$ cat src/bts_pkg.sv
// ----------------------------------------------------------------------------
// bts_pkg
// Shared types, constants and functions of the beat tone synthesizer: the
// register map, the quarter-wave sine table and the sample rounding helpers.
// ----------------------------------------------------------------------------
package bts_pkg;

    localparam int PHASE_W    = 32;
    localparam int SAMPLE_W   = 16;
    localparam int TABLE_BITS = 10;
    localparam int QTR_SIZE   = 256;
    localparam int QTR_BITS   = 8;
    localparam int MAG_W      = SAMPLE_W - 1;

    localparam int APB_ADDR_W = 5;
    localparam int APB_DATA_W = 32;

    localparam int MUL_A_W   = 34;
    localparam int MUL_B_W   = 18;
    localparam int MUL_P_W   = MUL_A_W + MUL_B_W;
    localparam int MUL_CNT_W = $clog2(MUL_B_W);

    localparam int DIV_N_W   = 48;
    localparam int DIV_D_W   = 33;
    localparam int DIV_CNT_W = $clog2(DIV_N_W);

    localparam logic [63:0] HALF_PI_Q30 = 64'd1686629713;
    localparam logic [63:0] SINE_PEAK_Q = 64'd32767;

    typedef enum logic [1:0] {
        MODE_SILENT,
        MODE_BINAURAL,
        MODE_MONAURAL,
        MODE_ISOCHRONIC
    } mode_t;

    typedef enum logic [2:0] {
        REG_MODE,
        REG_CARRIER,
        REG_BEAT,
        REG_AMP,
        REG_DUTY
    } reg_idx_t;

    localparam logic [31:0] CARRIER_RST = 32'd19478309;
    localparam logic [31:0] BEAT_RST    = 32'd973915;
    localparam logic [15:0] AMP_RST     = 16'd16384;
    localparam logic [15:0] AMP_MAX     = 16'd32768;
    localparam logic [16:0] DUTY_RST    = 17'd26214;
    localparam logic [16:0] DUTY_MIN    = 17'd655;
    localparam logic [16:0] DUTY_MAX    = 17'd65536;
    localparam logic [16:0] ENV_ONE     = 17'd65536;
    localparam logic [17:0] SMOOTH_K    = 18'd196608;
    localparam logic [DIV_D_W-1:0] PERCENT = DIV_D_W'(100);

    typedef struct packed {
        mode_t             mode;
        logic [31:0]       carrier;
        logic signed [31:0] beat;
        logic [15:0]       amp;
        logic [16:0]       duty;
    } cfg_t;

    typedef struct packed {
        logic               start;
        logic [MUL_A_W-1:0] a;
        logic [MUL_B_W-1:0] b;
    } mul_req_t;

    typedef struct packed {
        logic               done;
        logic [MUL_P_W-1:0] prod;
    } mul_rsp_t;

    typedef struct packed {
        logic               start;
        logic [DIV_N_W-1:0] num;
        logic [DIV_D_W-1:0] den;
    } div_req_t;

    typedef struct packed {
        logic               done;
        logic [DIV_D_W-1:0] quot;
    } div_rsp_t;

    typedef logic [MAG_W-1:0] qtr_tab_t [QTR_SIZE];

    function automatic logic [63:0] sin_q30(input logic [63:0] x);
        logic [63:0]        x2;
        logic [63:0]        term;
        logic signed [63:0] sum;
        x2   = (x * x) >> 30;
        term = x;
        sum  = signed'(x);
        for (int k = 1; k <= 6; k++)
        begin
            term = (term * x2) >> 30;
            case (k)
                1:       term = term / 64'd6;
                2:       term = term / 64'd20;
                3:       term = term / 64'd42;
                4:       term = term / 64'd72;
                5:       term = term / 64'd110;
                default: term = term / 64'd156;
            endcase
            if (k[0])
                sum = sum - signed'(term);
            else
                sum = sum + signed'(term);
        end
        if (sum < 0)
            sum = 0;
        if (sum > 64'sd1073741824)
            sum = 64'sd1073741824;
        return unsigned'(sum);
    endfunction

    function automatic logic [MAG_W-1:0] sine_mag(input int q);
        logic [63:0] s;
        logic [63:0] v;
        s = sin_q30((HALF_PI_Q30 * 64'(q)) / QTR_SIZE);
        v = (s * SINE_PEAK_Q + 64'd536870912) >> 30;
        return MAG_W'(v);
    endfunction

    function automatic qtr_tab_t build_qtr();
        qtr_tab_t t;
        for (int i = 0; i < QTR_SIZE; i++)
        begin
            t[i] = sine_mag(i);
        end
        return t;
    endfunction

    localparam qtr_tab_t         SINE_QTR  = build_qtr();
    localparam logic [MAG_W-1:0] SINE_PEAK = sine_mag(QTR_SIZE);

    function automatic logic signed [SAMPLE_W-1:0] sine_lookup(
        input logic [TABLE_BITS-1:0] idx
    );
        logic [QTR_BITS-1:0]        r;
        logic [MAG_W-1:0]           mag;
        logic signed [SAMPLE_W-1:0] v;
        r = idx[QTR_BITS-1:0];
        if (idx[QTR_BITS])
            mag = (r == '0) ? SINE_PEAK : SINE_QTR[QTR_BITS'('0 - r)];
        else
            mag = SINE_QTR[r];
        v = signed'({1'b0, mag});
        return idx[QTR_BITS+1] ? -v : v;
    endfunction

    function automatic logic [SAMPLE_W-1:0] abs16(input logic signed [SAMPLE_W-1:0] s);
        return s[SAMPLE_W-1] ? SAMPLE_W'('0 - unsigned'(s)) : unsigned'(s);
    endfunction

    function automatic logic signed [SAMPLE_W-1:0] round_sat(
        input logic [MUL_P_W-1:0] p,
        input logic               neg,
        input logic [4:0]         sh
    );
        logic [MUL_P_W:0]           t;
        logic [MUL_P_W:0]           r;
        logic signed [SAMPLE_W-1:0] res;
        t = {1'b0, p} + ((MUL_P_W + 1)'(1) << (sh - 5'd1));
        r = t >> sh;
        if (neg)
        begin
            if (r > (MUL_P_W + 1)'(32768))
                res = 16'sh8000;
            else
                res = signed'(SAMPLE_W'(SAMPLE_W'(0) - r[SAMPLE_W-1:0]));
        end
        else
        begin
            if (r > (MUL_P_W + 1)'(32767))
                res = 16'sh7fff;
            else
                res = signed'(r[SAMPLE_W-1:0]);
        end
        return res;
    endfunction

endpackage

$ cat src/bts_tick_if.sv
// ----------------------------------------------------------------------------
// bts_tick_if
// Frame request channel: a transaction with tick set asks for one stereo frame.
// ----------------------------------------------------------------------------
interface bts_tick_if;
    logic valid;
    logic ready;
    logic tick;

    modport source (output valid, output tick, input ready);
    modport sink (input valid, input tick, output ready);
endinterface

$ cat src/bts_sample_if.sv
// ----------------------------------------------------------------------------
// bts_sample_if
// Sample channel: one transaction carries one left/right sample pair.
// ----------------------------------------------------------------------------
interface bts_sample_if;
    logic               valid;
    logic               ready;
    logic signed [15:0] left_sample;
    logic signed [15:0] right_sample;

    modport source (output valid, output left_sample, output right_sample, input ready);
    modport sink (input valid, input left_sample, input right_sample, output ready);
endinterface

$ cat src/beat_tone_synthesizer.sv
// ----------------------------------------------------------------------------
// beat_tone_synthesizer
// Stereo beat tone generator with binaural, monaural and isochronic modes.
// ----------------------------------------------------------------------------
// One frame request with tick set yields one left/right sample pair. The work
// of a frame runs on a shared bit-serial multiplier and a shared bit-serial
// divider. Silent mode uses neither; binaural mode takes two products and
// monaural mode one; isochronic mode takes two products outside the pulse,
// one division and two products on the flat top of the pulse, and two
// divisions and four products on a ramp. A new request is taken once the
// previous frame has moved into the output register.
module beat_tone_synthesizer (
    input  logic                           clk,
    input  logic                           rst_n,
    input  logic                           psel,
    input  logic                           penable,
    input  logic                           pwrite,
    input  logic [bts_pkg::APB_ADDR_W-1:0] paddr,
    input  logic [bts_pkg::APB_DATA_W-1:0] pwdata,
    output logic [bts_pkg::APB_DATA_W-1:0] prdata,
    output logic                           pready,
    bts_tick_if.sink                       req,
    bts_sample_if.source                   smp
);
    import bts_pkg::*;

    typedef enum logic [3:0] {
        ST_IDLE,
        ST_MUL_L,
        ST_MUL_R,
        ST_MUL_MONO,
        ST_DIV_EDGE,
        ST_DIV_X,
        ST_MUL_SQ,
        ST_MUL_SMOOTH,
        ST_MUL_GAIN,
        ST_MUL_OUT,
        ST_FINISH
    } state_t;

    cfg_t     cfg;
    logic     cfg_wr;
    mul_req_t mul_req_reg;
    mul_rsp_t mul_rsp;
    div_req_t div_req_reg;
    div_rsp_t div_rsp;

    state_t                     state_reg;
    logic [PHASE_W-1:0]         phase_l_reg;
    logic [PHASE_W-1:0]         phase_r_reg;
    logic [PHASE_W-1:0]         pulse_reg;
    logic [PHASE_W-1:0]         pos_reg;
    logic signed [SAMPLE_W-1:0] sl_reg;
    logic signed [SAMPLE_W-1:0] sr_reg;
    logic                       mono_neg_reg;
    logic [16:0]                x_reg;
    logic signed [SAMPLE_W-1:0] res_l_reg;
    logic signed [SAMPLE_W-1:0] res_r_reg;
    logic signed [SAMPLE_W-1:0] left_reg;
    logic signed [SAMPLE_W-1:0] right_reg;
    logic                       out_valid_reg;

    logic [PHASE_W-1:0]         half_signed;
    logic [PHASE_W-1:0]         beat_mag;
    logic [PHASE_W-1:0]         half_mag;
    logic [PHASE_W-1:0]         pulse_next;
    logic [PHASE_W:0]           duty_p;
    logic [PHASE_W:0]           pos_ext;
    logic [DIV_N_W-1:0]         edge_num;
    logic signed [SAMPLE_W-1:0] sine_l;
    logic signed [SAMPLE_W-1:0] sine_r;
    logic signed [SAMPLE_W:0]   mono_sum;
    logic [SAMPLE_W:0]          mono_mag;

    bts_regs u_regs (
        .clk     (clk),
        .rst_n   (rst_n),
        .psel    (psel),
        .penable (penable),
        .pwrite  (pwrite),
        .paddr   (paddr),
        .pwdata  (pwdata),
        .prdata  (prdata),
        .pready  (pready),
        .cfg     (cfg),
        .cfg_wr  (cfg_wr)
    );

    bts_mul u_mul (
        .clk   (clk),
        .rst_n (rst_n),
        .req   (mul_req_reg),
        .rsp   (mul_rsp)
    );

    bts_div u_div (
        .clk   (clk),
        .rst_n (rst_n),
        .req   (div_req_reg),
        .rsp   (div_rsp)
    );

    assign half_signed = {cfg.beat[PHASE_W-1], cfg.beat[PHASE_W-1:1]};
    assign beat_mag    = cfg.beat[PHASE_W-1] ? PHASE_W'('0 - unsigned'(cfg.beat))
                                             : unsigned'(cfg.beat);
    assign half_mag    = beat_mag >> 1;
    assign pulse_next  = pulse_reg + beat_mag;
    assign duty_p      = {cfg.duty, 16'b0};
    assign pos_ext     = {1'b0, pos_reg};
    assign edge_num    = DIV_N_W'({duty_p, 4'b0}) - DIV_N_W'(duty_p);

    assign sine_l   = sine_lookup(phase_l_reg[PHASE_W-1 -: TABLE_BITS]);
    assign sine_r   = sine_lookup(phase_r_reg[PHASE_W-1 -: TABLE_BITS]);
    assign mono_sum = (SAMPLE_W + 1)'(sine_l) + (SAMPLE_W + 1)'(sine_r);
    assign mono_mag = mono_sum[SAMPLE_W] ? (SAMPLE_W + 1)'('0 - unsigned'(mono_sum))
                                         : unsigned'(mono_sum);

    assign req.ready        = (state_reg == ST_IDLE);
    assign smp.valid        = out_valid_reg;
    assign smp.left_sample  = left_reg;
    assign smp.right_sample = right_reg;

    always_ff @(posedge clk or negedge rst_n)
    begin
        if (!rst_n)
        begin
            state_reg         <= ST_IDLE;
            phase_l_reg       <= '0;
            phase_r_reg       <= '0;
            pulse_reg         <= '0;
            out_valid_reg     <= 1'b0;
            mul_req_reg.start <= 1'b0;
            div_req_reg.start <= 1'b0;
        end
        else
        begin
            mul_req_reg.start <= 1'b0;
            div_req_reg.start <= 1'b0;
            if (smp.valid && smp.ready)
                out_valid_reg <= 1'b0;
            if (cfg_wr)
            begin
                phase_l_reg <= '0;
                phase_r_reg <= '0;
                pulse_reg   <= '0;
            end
            case (state_reg)
                ST_IDLE:
                begin
                    if (req.valid && req.tick)
                    begin
                        sl_reg       <= sine_l;
                        sr_reg       <= sine_r;
                        mono_neg_reg <= mono_sum[SAMPLE_W];
                        case (cfg.mode)
                            MODE_BINAURAL:
                            begin
                                phase_l_reg <= phase_l_reg + cfg.carrier + half_signed;
                                phase_r_reg <= phase_r_reg + cfg.carrier - half_signed;
                                mul_req_reg <= '{1'b1, MUL_A_W'(cfg.amp),
                                                 MUL_B_W'(abs16(sine_l))};
                                state_reg   <= ST_MUL_L;
                            end
                            MODE_MONAURAL:
                            begin
                                phase_l_reg <= phase_l_reg + cfg.carrier - half_mag;
                                phase_r_reg <= phase_r_reg + cfg.carrier + half_mag;
                                mul_req_reg <= '{1'b1, MUL_A_W'(cfg.amp), MUL_B_W'(mono_mag)};
                                state_reg   <= ST_MUL_MONO;
                            end
                            MODE_ISOCHRONIC:
                            begin
                                phase_l_reg <= phase_l_reg + cfg.carrier;
                                pulse_reg   <= pulse_next;
                                pos_reg     <= pulse_next;
                                if ({1'b0, pulse_next} >= duty_p)
                                begin
                                    mul_req_reg <= '{1'b1, '0, MUL_B_W'(cfg.amp)};
                                    state_reg   <= ST_MUL_GAIN;
                                end
                                else
                                begin
                                    div_req_reg <= '{1'b1, edge_num, PERCENT};
                                    state_reg   <= ST_DIV_EDGE;
                                end
                            end
                            default:
                            begin
                                res_l_reg <= '0;
                                res_r_reg <= '0;
                                state_reg <= ST_FINISH;
                            end
                        endcase
                    end
                end
                ST_MUL_L:
                begin
                    if (mul_rsp.done)
                    begin
                        res_l_reg   <= round_sat(mul_rsp.prod, sl_reg[SAMPLE_W-1], 5'd15);
                        mul_req_reg <= '{1'b1, MUL_A_W'(cfg.amp), MUL_B_W'(abs16(sr_reg))};
                        state_reg   <= ST_MUL_R;
                    end
                end
                ST_MUL_R:
                begin
                    if (mul_rsp.done)
                    begin
                        res_r_reg <= round_sat(mul_rsp.prod, sr_reg[SAMPLE_W-1], 5'd15);
                        state_reg <= ST_FINISH;
                    end
                end
                ST_MUL_MONO:
                begin
                    if (mul_rsp.done)
                    begin
                        res_l_reg <= round_sat(mul_rsp.prod, mono_neg_reg, 5'd16);
                        res_r_reg <= round_sat(mul_rsp.prod, mono_neg_reg, 5'd16);
                        state_reg <= ST_FINISH;
                    end
                end
                ST_DIV_EDGE:
                begin
                    if (div_rsp.done)
                    begin
                        if (pos_ext < div_rsp.quot)
                        begin
                            div_req_reg <= '{1'b1, DIV_N_W'({pos_reg, 16'b0}), div_rsp.quot};
                            state_reg   <= ST_DIV_X;
                        end
                        else if (pos_ext > duty_p - div_rsp.quot)
                        begin
                            div_req_reg <= '{1'b1, DIV_N_W'({duty_p - pos_ext, 16'b0}),
                                             div_rsp.quot};
                            state_reg   <= ST_DIV_X;
                        end
                        else
                        begin
                            mul_req_reg <= '{1'b1, MUL_A_W'(ENV_ONE), MUL_B_W'(cfg.amp)};
                            state_reg   <= ST_MUL_GAIN;
                        end
                    end
                end
                ST_DIV_X:
                begin
                    if (div_rsp.done)
                    begin
                        x_reg       <= div_rsp.quot[16:0];
                        mul_req_reg <= '{1'b1, MUL_A_W'(div_rsp.quot[16:0]),
                                         MUL_B_W'(div_rsp.quot[16:0])};
                        state_reg   <= ST_MUL_SQ;
                    end
                end
                ST_MUL_SQ:
                begin
                    if (mul_rsp.done)
                    begin
                        mul_req_reg <= '{1'b1, MUL_A_W'(SMOOTH_K - {x_reg, 1'b0}),
                                         MUL_B_W'(mul_rsp.prod[31:16])};
                        state_reg   <= ST_MUL_SMOOTH;
                    end
                end
                ST_MUL_SMOOTH:
                begin
                    if (mul_rsp.done)
                    begin
                        mul_req_reg <= '{1'b1, MUL_A_W'(mul_rsp.prod[32:16]),
                                         MUL_B_W'(cfg.amp)};
                        state_reg   <= ST_MUL_GAIN;
                    end
                end
                ST_MUL_GAIN:
                begin
                    if (mul_rsp.done)
                    begin
                        mul_req_reg <= '{1'b1, mul_rsp.prod[MUL_A_W-1:0],
                                         MUL_B_W'(abs16(sl_reg))};
                        state_reg   <= ST_MUL_OUT;
                    end
                end
                ST_MUL_OUT:
                begin
                    if (mul_rsp.done)
                    begin
                        res_l_reg <= round_sat(mul_rsp.prod, sl_reg[SAMPLE_W-1], 5'd31);
                        res_r_reg <= round_sat(mul_rsp.prod, sl_reg[SAMPLE_W-1], 5'd31);
                        state_reg <= ST_FINISH;
                    end
                end
                ST_FINISH:
                begin
                    if (!out_valid_reg || smp.ready)
                    begin
                        out_valid_reg <= 1'b1;
                        left_reg      <= res_l_reg;
                        right_reg     <= res_r_reg;
                        state_reg     <= ST_IDLE;
                    end
                end
                default:
                begin
                    state_reg <= ST_IDLE;
                end
            endcase
        end
    end

endmodule

$ cat src/bts_regs.sv
// ----------------------------------------------------------------------------
// bts_regs
// APB register file. Amplitude and duty saturate on write, and every write to
// a mapped register flags the datapath to clear its phases.
// ----------------------------------------------------------------------------
module bts_regs (
    input  logic                           clk,
    input  logic                           rst_n,
    input  logic                           psel,
    input  logic                           penable,
    input  logic                           pwrite,
    input  logic [bts_pkg::APB_ADDR_W-1:0] paddr,
    input  logic [bts_pkg::APB_DATA_W-1:0] pwdata,
    output logic [bts_pkg::APB_DATA_W-1:0] prdata,
    output logic                           pready,
    output bts_pkg::cfg_t                  cfg,
    output logic                           cfg_wr
);
    import bts_pkg::*;

    cfg_t        cfg_reg;
    reg_idx_t    idx;
    logic        wr_en;
    logic        idx_ok;
    logic [15:0] amp_sat;
    logic [16:0] duty_sat;

    assign idx    = reg_idx_t'(paddr[APB_ADDR_W-1:2]);
    assign wr_en  = psel && penable && pwrite;
    assign pready = 1'b1;
    assign cfg    = cfg_reg;
    assign cfg_wr = wr_en && idx_ok;

    assign amp_sat  = (pwdata[15:0] > AMP_MAX) ? AMP_MAX : pwdata[15:0];
    assign duty_sat = (pwdata[16:0] < DUTY_MIN) ? DUTY_MIN :
                      (pwdata[16:0] > DUTY_MAX) ? DUTY_MAX : pwdata[16:0];

    always_comb
    begin
        idx_ok = 1'b1;
        prdata = '0;
        case (idx)
            REG_MODE:    prdata = APB_DATA_W'(cfg_reg.mode);
            REG_CARRIER: prdata = cfg_reg.carrier;
            REG_BEAT:    prdata = unsigned'(cfg_reg.beat);
            REG_AMP:     prdata = APB_DATA_W'(cfg_reg.amp);
            REG_DUTY:    prdata = APB_DATA_W'(cfg_reg.duty);
            default:     idx_ok = 1'b0;
        endcase
    end

    always_ff @(posedge clk or negedge rst_n)
    begin
        if (!rst_n)
        begin
            cfg_reg <= '{MODE_SILENT, CARRIER_RST, signed'(BEAT_RST), AMP_RST, DUTY_RST};
        end
        else if (wr_en)
        begin
            case (idx)
                REG_MODE:    cfg_reg.mode    <= mode_t'(pwdata[1:0]);
                REG_CARRIER: cfg_reg.carrier <= pwdata;
                REG_BEAT:    cfg_reg.beat    <= signed'(pwdata);
                REG_AMP:     cfg_reg.amp     <= amp_sat;
                REG_DUTY:    cfg_reg.duty    <= duty_sat;
                default:     cfg_reg         <= cfg_reg;
            endcase
        end
    end

endmodule

$ cat src/bts_mul.sv
// ----------------------------------------------------------------------------
// bts_mul
// Bit-serial shift-add multiplier: one multiplier bit per cycle.
// ----------------------------------------------------------------------------
module bts_mul (
    input  logic              clk,
    input  logic              rst_n,
    input  bts_pkg::mul_req_t req,
    output bts_pkg::mul_rsp_t rsp
);
    import bts_pkg::*;

    logic [MUL_P_W-1:0]   acc_reg;
    logic [MUL_P_W-1:0]   a_reg;
    logic [MUL_B_W-1:0]   b_reg;
    logic [MUL_CNT_W-1:0] cnt_reg;
    logic                 busy_reg;
    logic                 done_reg;

    assign rsp.done = done_reg;
    assign rsp.prod = acc_reg;

    always_ff @(posedge clk or negedge rst_n)
    begin
        if (!rst_n)
        begin
            busy_reg <= 1'b0;
            done_reg <= 1'b0;
            cnt_reg  <= '0;
        end
        else
        begin
            done_reg <= 1'b0;
            if (req.start)
            begin
                acc_reg  <= '0;
                a_reg    <= MUL_P_W'(req.a);
                b_reg    <= req.b;
                cnt_reg  <= '0;
                busy_reg <= 1'b1;
            end
            else if (busy_reg)
            begin
                if (b_reg[0])
                    acc_reg <= acc_reg + a_reg;
                a_reg   <= a_reg << 1;
                b_reg   <= b_reg >> 1;
                cnt_reg <= cnt_reg + 1'b1;
                if (cnt_reg == MUL_CNT_W'(MUL_B_W - 1))
                begin
                    busy_reg <= 1'b0;
                    done_reg <= 1'b1;
                end
            end
        end
    end

endmodule

$ cat src/bts_div.sv
// ----------------------------------------------------------------------------
// bts_div
// Bit-serial restoring divider: one quotient bit per cycle.
// ----------------------------------------------------------------------------
module bts_div (
    input  logic              clk,
    input  logic              rst_n,
    input  bts_pkg::div_req_t req,
    output bts_pkg::div_rsp_t rsp
);
    import bts_pkg::*;

    logic [DIV_N_W-1:0]   num_reg;
    logic [DIV_D_W-1:0]   den_reg;
    logic [DIV_D_W:0]     rem_reg;
    logic [DIV_D_W-1:0]   quot_reg;
    logic [DIV_CNT_W-1:0] cnt_reg;
    logic                 busy_reg;
    logic                 done_reg;
    logic [DIV_D_W:0]     trial;
    logic                 fits;

    assign trial    = {rem_reg[DIV_D_W-1:0], num_reg[DIV_N_W-1]};
    assign fits     = trial >= {1'b0, den_reg};
    assign rsp.done = done_reg;
    assign rsp.quot = quot_reg;

    always_ff @(posedge clk or negedge rst_n)
    begin
        if (!rst_n)
        begin
            busy_reg <= 1'b0;
            done_reg <= 1'b0;
            cnt_reg  <= '0;
        end
        else
        begin
            done_reg <= 1'b0;
            if (req.start)
            begin
                num_reg  <= req.num;
                den_reg  <= req.den;
                rem_reg  <= '0;
                quot_reg <= '0;
                cnt_reg  <= '0;
                busy_reg <= 1'b1;
            end
            else if (busy_reg)
            begin
                rem_reg  <= fits ? (trial - {1'b0, den_reg}) : trial;
                quot_reg <= {quot_reg[DIV_D_W-2:0], fits};
                num_reg  <= num_reg << 1;
                cnt_reg  <= cnt_reg + 1'b1;
                if (cnt_reg == DIV_CNT_W'(DIV_N_W - 1))
                begin
                    busy_reg <= 1'b0;
                    done_reg <= 1'b1;
                end
            end
        end
    end

endmodule

$ cat src/flat_wrapper.sv
// flat-port wrapper written by rule: the top's interface ports become plain ports
module beat_tone_synthesizer_flat import bts_pkg::*;
  (clk, rst_n, psel, penable, pwrite, paddr, pwdata, prdata, pready, req_valid, req_tick, req_ready, smp_valid, smp_left_sample, smp_right_sample, smp_ready);
  bts_tick_if req_i ();
  bts_sample_if smp_i ();
  input  logic clk;
  input  logic rst_n;
  input  logic psel;
  input  logic penable;
  input  logic pwrite;
  input  logic [bts_pkg::APB_ADDR_W-1:0] paddr;
  input  logic [bts_pkg::APB_DATA_W-1:0] pwdata;
  output logic [bts_pkg::APB_DATA_W-1:0] prdata;
  output logic pready;
  input wire logic [$bits(req_i.valid)-1:0] req_valid;
  input wire logic [$bits(req_i.tick)-1:0] req_tick;
  output wire logic [$bits(req_i.ready)-1:0] req_ready;
  output wire logic [$bits(smp_i.valid)-1:0] smp_valid;
  output wire logic [$bits(smp_i.left_sample)-1:0] smp_left_sample;
  output wire logic [$bits(smp_i.right_sample)-1:0] smp_right_sample;
  input wire logic [$bits(smp_i.ready)-1:0] smp_ready;
  assign req_i.valid = req_valid;
  assign req_i.tick = req_tick;
  assign req_ready = req_i.ready;
  assign smp_valid = smp_i.valid;
  assign smp_left_sample = smp_i.left_sample;
  assign smp_right_sample = smp_i.right_sample;
  assign smp_i.ready = smp_ready;
  beat_tone_synthesizer u_core (.clk(clk), .rst_n(rst_n), .psel(psel), .penable(penable), .pwrite(pwrite), .paddr(paddr), .pwdata(pwdata), .prdata(prdata), .pready(pready), .req(req_i), .smp(smp_i));
endmodule
$ cat config.mk
export PLATFORM = sky130hd
export DESIGN_NAME = beat_tone_synthesizer_flat
export DESIGN_NICKNAME = d
export VERILOG_FILES = /design/src/bts_pkg.sv /design/src/bts_tick_if.sv /design/src/bts_sample_if.sv /design/src/beat_tone_synthesizer.sv /design/src/bts_regs.sv /design/src/bts_mul.sv /design/src/bts_div.sv /design/src/flat_wrapper.sv
export SDC_FILE = /design/constraint.sdc
export NUM_CORES = 2
export LEC_CHECK = 0
export BUFFER_PORTS_ARGS = -buffer_cell sky130_fd_sc_hd__buf_2
export CORE_ASPECT_RATIO = 1.2
export CORE_UTILIZATION = 55
export DETAILED_ROUTE_END_ITERATION = 8
export PLACE_DENSITY = 0.77
export SLEW_MARGIN = 20
export SYNTH_ARGS = -nofsm -noshare
export SYNTH_HDL_FRONTEND = slang
export SYNTH_SLANG_ARGS = --single-unit
$ cat constraint.sdc
create_clock -name clk -period 8.6 [get_ports clk]
set_input_delay 1.29 -clock clk [delete_from_list [all_inputs] [get_ports clk]]
set_output_delay 1.29 -clock clk [all_outputs]
set_load 0.03 [all_outputs]
## Yosys cells after proc, flatten, opt, wreduce, memory -nomap -nowiden

Memories as Yosys holds them, arrays and structs flattened.
Cells that the tools add are included.

- Bits in registers: 766
- Memory bits (read-only): 15360
- Input port bits: 45
- Output and inout bits: 67
- Word-level logic and storage cells: 288
- Memories kept: 4

Memories:

| memory | words | bits a word | read ports | clocked after Yosys merged registers in | write ports | RTL line | RTL |
|---|---|---|---|---|---|---|---|
| (name not given) | 256 | 15 | 1 | 0 | 0 | bts_pkg.sv:146 | `mag = (r == '0) ? SINE_PEAK : SINE_QTR[QTR_BITS'('0 - r)];` |
| (name not given) | 256 | 15 | 1 | 0 | 0 | bts_pkg.sv:148 | `mag = SINE_QTR[r];` |
| (name not given) | 256 | 15 | 1 | 0 | 0 | bts_pkg.sv:148 |  |
| (name not given) | 256 | 15 | 1 | 0 | 0 | bts_pkg.sv:146 |  |

- $add $sub $neg: 31
- Magnitude comparators: 17
- Eq/ne operators: 39
- Mux-type cells: 117
- Bitwise logic cells: 4
- Reduce and logical (&&, ||, !) cells: 37

Operators with widths:

| kind | count |
|---|---|
| $mux W53 | 10 |
| $mux W82 | 6 |
| $pmux W53 S7 | 1 |
| $mux W16 | 22 |
| $mux W32 | 11 |
| $mux W15 | 12 |
| $pmux W82 S2 | 1 |
| $pmux W32 S5 | 1 |
| $pmux W53 S3 | 1 |
| $mux W52 | 3 |
| $add A32 B32 Y32 | 4 |
| $pmux W16 S4 | 2 |
| $mux W34 | 3 |
| $mux W48 | 2 |
| $pmux W32 S3 | 1 |
| $sub A1 B16 Y16 const A | 6 |
| $pmux W32 S2 | 1 |
| $sub A32 B32 Y32 | 2 |
| $add A52 B15 Y53 const B | 1 |
| $add A52 B16 Y53 const B | 1 |
| $add A52 B31 Y53 const B | 1 |
| $add A52 B52 Y52 | 1 |
| $mux W17 | 3 |
| $mux W4 | 12 |
| other kinds (68) | 137 |

## Longest topological paths before layout

- Depth in word-level cells: 15
- Gate-level depth with buffers: 42
- Depth with buffers taken out: 33

## Modules after synthesis

From an unflattened synthesis, not the netlist that was laid out.

- Cell total of the unflattened synthesis: 8977
- Area, all modules: 73673.2 µm²

By module, submodules not included:

| module | times used | cells each | area each (µm²) | seq. area each (µm²) |
|---|---|---|---|---|
| beat_tone_synthesizer | 1 | 6995 | 51883.5 | 10445.0 |
| bts_div | 1 | 765 | 8610.8 | 4614.4 |
| bts_mul | 1 | 853 | 8605.8 | 3838.7 |
| bts_regs | 1 | 364 | 4573.1 | 2519.9 |

## Worst setup path after synthesis

OpenSTA, ideal clock, no wires.

- Path type: reg-to-reg
- Start: register u_core.u_regs.cfg_reg (netlist bit u_core.u_regs.cfg[34])
- End: register u_core.mul_req_reg[0] in the netlist's numbering, enable pin
- Library setup time: 0.476 ns
- Arrival: 8.638 ns
- Data required time: 8.124 ns
- Setup slack: -0.514 ns
- Cell stages (with the launch flop): 33
- Buffers on the path: 0
- Clock period less this slack: 9.114 ns
- Path through: dfstp_2 inv_1 ha_1 nand2b_1 or2_2 or3_1 or3_1 or3_1 nor3_1 inv_1 o21ai_0 xnor2_1 ha_1 nand3_1 o211a_1 a21oi_1 a2111o_1 a21oi_1 o21a_1 o21ai_0 xnor2_1 ha_1 nand3_1 nor4_1 nand3_1 or4_1 nor4_1 nand3_1 nor3_1 a21oi_1 nand2_1 o21ai_0 a21oi_1

- Cells in the longest elaborated chain, start to end: 6

Ends and longest elaborated chain:

| element | RTL line | RTL |
|---|---|---|
| start: declaration | bts_regs.sv:21 | `cfg_t cfg_reg;` |
| start signal: assignment | bts_regs.sv:56 | `cfg_reg <= '{MODE_SILENT, CARRIER_RST, signed'(BEAT_RST), AMP_RST, DUTY_RST};` |
| start signal: assignment | bts_regs.sv:66 | `default: cfg_reg <= cfg_reg;` |
| $sub A1 B32 Y32 | beat_tone_synthesizer.sv:104 | `assign beat_mag = cfg.beat[PHASE_W-1] ? PHASE_W'('0 - unsigned'(cfg.beat))` |
| $mux W32 * | beat_tone_synthesizer.sv:104 |  |
| $add A32 B32 Y32 * | beat_tone_synthesizer.sv:107 | `assign pulse_next = pulse_reg + beat_mag;` |
| named net u_core.pulse_next[31] | beat_tone_synthesizer.sv:66 | `logic [PHASE_W-1:0] pulse_next;` |
| $ge A32 B33 Y1 * | beat_tone_synthesizer.sv:176 | `if ({1'b0, pulse_next} >= duty_p)` |
| $ne A3 B2 Y1 (no line) * | -- |  |
| $reduce_and A13 Y1 (no line) * | -- |  |
| end signal: assignment | beat_tone_synthesizer.sv:168 | `mul_req_reg <= '{1'b1, MUL_A_W'(cfg.amp), MUL_B_W'(mono_mag)};` |
| end signal: assignment | beat_tone_synthesizer.sv:178 | `mul_req_reg <= '{1'b1, '0, MUL_B_W'(cfg.amp)};` |
| end signal: assignment | beat_tone_synthesizer.sv:201 | `mul_req_reg <= '{1'b1, MUL_A_W'(cfg.amp), MUL_B_W'(abs16(sr_reg))};` |
| end: declaration | beat_tone_synthesizer.sv:43 | `mul_req_t mul_req_reg;` |

Mark *: on every way through the listed nets, which the timed path passes. The rest lies on a longest branch.
A chain may end at the register's enable or synchronous reset.

## Final worst setup path

- Start: register u_core.phase_r_reg[22]
- End: register u_core.mul_req_reg[10] in the netlist's numbering (data pin)

- Elaborated cells between the ends (all ways): 20
- Those cells by class: add/sub (4); mux (11); bitwise (2); reduce/logical (1); memory (2)

RTL lines:

| element | RTL line | RTL |
|---|---|---|
| start: declaration | beat_tone_synthesizer.sv:50 | `logic [PHASE_W-1:0] phase_r_reg;` |
| start signal: assignment | beat_tone_synthesizer.sv:159 | `phase_r_reg <= phase_r_reg + cfg.carrier - half_signed;` |
| start signal: assignment | beat_tone_synthesizer.sv:167 | `phase_r_reg <= phase_r_reg + cfg.carrier + half_mag;` |
| $sub A1 B8 Y8 | bts_pkg.sv:146 |  |
| $not A8 Y9 (implied by the code) | bts_pkg.sv:146 |  |
| $mem_v2 Z256 W15 | -- |  |
| $mux W15 (implied by the code) (2 in series) | bts_pkg.sv:146 |  |
| $mux W15 | bts_pkg.sv:146 |  |
| $mux W15 * | bts_pkg.sv:145 | `if (idx[QTR_BITS])` |
| $neg A15 Y16 | bts_pkg.sv:150 | `return idx[QTR_BITS+1] ? -v : v;` |
| $mux W16 * | bts_pkg.sv:150 |  |
| named net u_core.sine_r[3] | beat_tone_synthesizer.sv:71 | `logic signed [SAMPLE_W-1:0] sine_r;` |
| $add A16 B16 Y17 * | beat_tone_synthesizer.sv:114 | `assign mono_sum = (SAMPLE_W + 1)'(sine_l) + (SAMPLE_W + 1)'(sine_r);` |
| named net u_core.mono_sum[16] | beat_tone_synthesizer.sv:72 | `logic signed [SAMPLE_W:0] mono_sum;` |
| $mux W17 * | beat_tone_synthesizer.sv:115 | `assign mono_mag = mono_sum[SAMPLE_W] ? (SAMPLE_W + 1)'('0 - unsigned'(mono_sum))` |
| $pmux W53 S3 * | beat_tone_synthesizer.sv:155 | `case (cfg.mode)` |
| $mux W53 * | beat_tone_synthesizer.sv:150 | `if (req.valid && req.tick)` |
| $pmux W53 S7 * | beat_tone_synthesizer.sv:147 | `case (state_reg)` |
| end signal: assignment | beat_tone_synthesizer.sv:160 | `mul_req_reg <= '{1'b1, MUL_A_W'(cfg.amp),` |
| end signal: assignment | beat_tone_synthesizer.sv:168 |  |
| end signal: assignment | beat_tone_synthesizer.sv:178 |  |

Mark *: on every way through the listed nets, which the timed path passes. The rest lies on a longest branch. The select of a mux whose other input is x is not followed.

==> flow_metrics.env <==
export IMPL_result_of_the_run="complete, no violations"
export IMPL_synth_cell_type_count=119
export IMPL_cts_num_sinks=731
export IMPL_max_freq_mhz=122
export IMPL_slew_violations=0
export IMPL_crit_path_buf_inv_count=4
export IMPL_htree_num_levels=3
export IMPL_placed_area_um2=74200
export IMPL_floorplan_die_area_um2=132000
export IMPL_floorplan_die_height_um=398
export IMPL_worst_setup_path_end_kind="flop"
export IMPL_setup_reg_to_reg_worst_slack_ns=0.40
export IMPL_placeableCoreArea_um2=129000
export IMPL_totalNegativeSetupSlack_ns=0
export IMPL_critPathRequiredTime_ns=9.00
export IMPL_placement_setup_slack_ns=0.526
export IMPL_placement_rows=144
export IMPL_post_drt_via_cell_ratio=7.00
export IMPL_detailroute_via_count=71645
export IMPL_finalInstanceArea_um2=76900
export IMPL_timing_hold_violations_final=0
export IMPL_post_route_drc_count=0
export IMPL_largest_reg_flops=99
export IMPL_synth_warnings=0
export IMPL_clk_latency_ns=0.70
export IMPL_p_int_mw=7.89
export IMPL_irDropWorstVdd_mv=0.154
export IMPL_hold_class="reg2reg"
export IMPL_seq_area_frac_synth_pct=29.1
export IMPL_yosys_register_bits=731
export IMPL_total_switching_power_mw=4.75
export IMPL_maximum_number_of_pins_on_one_net_before_global_route_repair=132
export IMPL_share_of_power_burned_in_the_clock_network_pct=27.3
export IMPL_leakagePower_nw=31.2
export IMPL_final_min_clock_period_ns=8.20
export IMPL_synth_edf_count=514
export IMPL_power_density_nw_per_um2=164
export IMPL_summed_instance_area_of_the_synthesized_netlist_um2=71800
export IMPL_cp_max_fo=25
export IMPL_worst_slew_margin_relative_to_its_limit_pct=20.9
export IMPL_asyncSetResetFlopFracSynth_pct=29.7
export IMPL_post_dp_hpwl_um=204000
export IMPL_gr_total_overflow=0
export IMPL_detailedRoute_firstIterationViolations=8926
export IMPL_clockRootBuffer="sky130_fd_sc_hd__clkbuf_16"
export IMPL_rsz0062_at_grt="no"
export IMPL_drv_cap=0
export IMPL_detailedRoute_firstPassIterationCount=7
export IMPL_grt_first_pass_wirelength_um=420000
export IMPL_drive_above_1_share_pct=10.5
export IMPL_wl_per_cell_um=27.4
export IMPL_worstSetupStartpointType="flop"
export IMPL_postRouteWirelength_um=280000
export IMPL_tightest_pin_transition_ns=1.17
export IMPL_synth_net_count=9214
export IMPL_delay_heaviest_family_cp="compound AO/OA/AOI/OAI gates"
export IMPL_timing_worst_setup_path_type="reg2reg"
export IMPL_cts_setup_buffers=0
export IMPL_initial_util_pct=55.7
export IMPL_final_min_period_over_clock_period_pct=95.3
export IMPL_crit_path_max_incr_delay_ns=0.67
export IMPL_grt_usage_pct=41.0
export IMPL_tritoncts="built"
export IMPL_cts_buffers_inserted=76
export IMPL_grt_antenna_before_repair=10
export IMPL_layout_setup_ws_ns=0.401
export IMPL_quantity_of_i_o_buffers_inserted_on_ports=108
export IMPL_finish_net_count=9028
export IMPL_ctsHoldBuffers=0
export IMPL_vias_in_the_first_global_route=67861
export IMPL_die_width_um=332
export IMPL_cts_clk_slew_worst_paths_ns=0.07
export IMPL_hold_worst_slack_ns=0.394
export IMPL_pwr_share_comb_pct=36.6
export IMPL_skew_ns=0.0403
export IMPL_clk_path_buf_depth=3
export IMPL_worst_ep_arrival_time_ns=8.60
export IMPL_io_pin_count=112
export IMPL_finalWeightedCongestion=1.06
export IMPL_switching_share_pct=37.6
export IMPL_cp_slowest_cell="sky130_fd_sc_hd__nor3_1"
export IMPL_synth_cells=8669
export IMPL_avgSynthCellArea_um2=8.29
export IMPL_antenna_viol_nets_final=0
export IMPL_synthFlopType="sky130_fd_sc_hd__edfxtp_1"
export IMPL_final_setup_viol_count=0
export IMPL_seq_power_share_pct=36.0
export IMPL_syn_to_final_growth_pct=7.04
-- power groups by stage --
stage               Sequential, mW  Clock, mW  Combinational [mW]
floorplan                     4.32          0                3.56
global placement              4.59          0                4.41
detailed placement            4.60          0                4.53
CTS                           4.53       3.49                4.57
global route                  4.57       3.61                5.10
finish                        4.55       3.45                4.63
-- placed cells by master (no fill, tap or decap), drive strengths merged, types with 96 or more instances in the layout --
cell	count
nand2	811
nor2	744
a21oi	693
o21ai	596
edfxtp	514
ha	489
buf	410
xnor2	336
inv	336
nand3	287
xor2	238
nor3	197
a21o	195
dfrtp	183
a211oi	139
mux2	126
mux2i	117
nand2b	114
a31oi	111
o211ai	107
a22o	102
nor2b	96
-- cells in the mapped netlist (all sizes together) (55+ instances only) --
| master | number | area [um2] |
|---|---|---|
| nand2 | 811 | 3050 |
| nor2 | 744 | 2800 |
| a21oi | 693 | 3480 |
| o21ai | 596 | 2980 |
| edfxtp | 514 | 15400 |
| ha | 489 | 6120 |
| clkbuf | 452 | 1700 |
| xnor2 | 336 | 2970 |
| inv | 326 | 1220 |
| nand3 | 287 | 1440 |
| xor2 | 238 | 2090 |
| buf | 223 | 1270 |
| nor3 | 197 | 996 |
| a21o | 195 | 1460 |
| dfrtp | 183 | 4580 |
| a211oi | 139 | 1040 |
| mux2 | 126 | 1420 |
| mux2i | 117 | 1170 |
| nand2b | 114 | 721 |
| a31oi | 111 | 694 |
| o211ai | 107 | 808 |
| a22o | 102 | 893 |
| nor2b | 96 | 608 |
| o21a | 88 | 661 |
| o22ai | 84 | 526 |
| a311oi | 82 | 718 |
| nand4 | 74 | 463 |
| and3 | 66 | 413 |
| a22oi | 65 | 488 |
| and2 | 65 | 407 |
| o31ai | 62 | 465 |
| a221oi | 60 | 526 |
| o21bai | 55 | 413 |
-- worst paths after layout --
path,startpoint,endpoint,cells past startpoint
worst max-delay path,u_core.phase_r_reg[22]$_DFF_PN0_,u_core.mul_req_reg[10]$_DFFE_PP_,30
worst max register to register,u_core.phase_r_reg[22]$_DFF_PN0_,u_core.mul_req_reg[10]$_DFFE_PP_,30
min in group asynchronous,rst_n,u_core.mul_req_reg[52]$_DFF_PN0_,1
worst min-delay path,u_core.div_req_reg[21]$_DFFE_PP_,u_core.u_div.den_reg[21]$_DFFE_PP_,0
worst min register to register,u_core.div_req_reg[21]$_DFFE_PP_,u_core.u_div.den_reg[21]$_DFFE_PP_,0
max in group asynchronous,rst_n,u_core.phase_r_reg[2]$_DFF_PN0_,3
-- cell type report --
class | count | area [um2]
fillers | 11523 | 52100
clock inverters | 54 | 574
clock buffers | 88 | 2020
diodes | 6 | 15.0
inverters | 332 | 1250
well taps | 1679 | 2100
flip-flops and latches | 731 | 20900
multi-input cells | 6931 | 46900
repair buffers | 411 | 3060
-- repair_timing --
item / CTS / global route
gates resized for setup: 0 / 6
endpoints found under the setup margin: 0 / 120
hold endpoints to repair: 0 / 0
-- cells by family (layout without fill, tap and decap cells) --
| logic type | count (synthesis) | in the layout | synth area share (%) |
|---|---|---|---|
| fa+ha+maj | 500 | 500 | 8.82 |
| xor+xnor | 574 | 574 | 7.05 |
| compound gates | 2866 | 2866 | 26.5 |
| simple gates | 2708 | 2708 | 17.8 |
| flops | 731 | 731 | 29.1 |
| buf+inv | 1007 | 885 | 5.87 |
| other cells | 1 | 7 | 0.00522 |
| mux | 282 | 282 | 4.83 |
-- per-layer routing --
| layer | vias up | routed length [um] | GRT usage [%] |
|---|---|---|---|
| met5 | - | 81 | 0 |
| met4 | 12 | 19300 | 24.6 |
| met3 | 1146 | 28300 | 8.08 |
| met2 | 4387 | 126000 | 66.1 |
| met1 | 34207 | 106000 | 51.0 |
| li1 | 31893 | - | - |
-- metrics by stage --
step	std cells	util [%]	total power [mW]
2_1_floorplan	8669	-	7.88
3_3_place_gp	10082	57.5	9.00
3_5_place_dp	10082	57.5	9.13
4_1_cts	10224	59.5	12.6
5_1_grt	10228	59.6	13.3
6_report	10232	59.6	12.6
(Power assumes the default switching activity.)
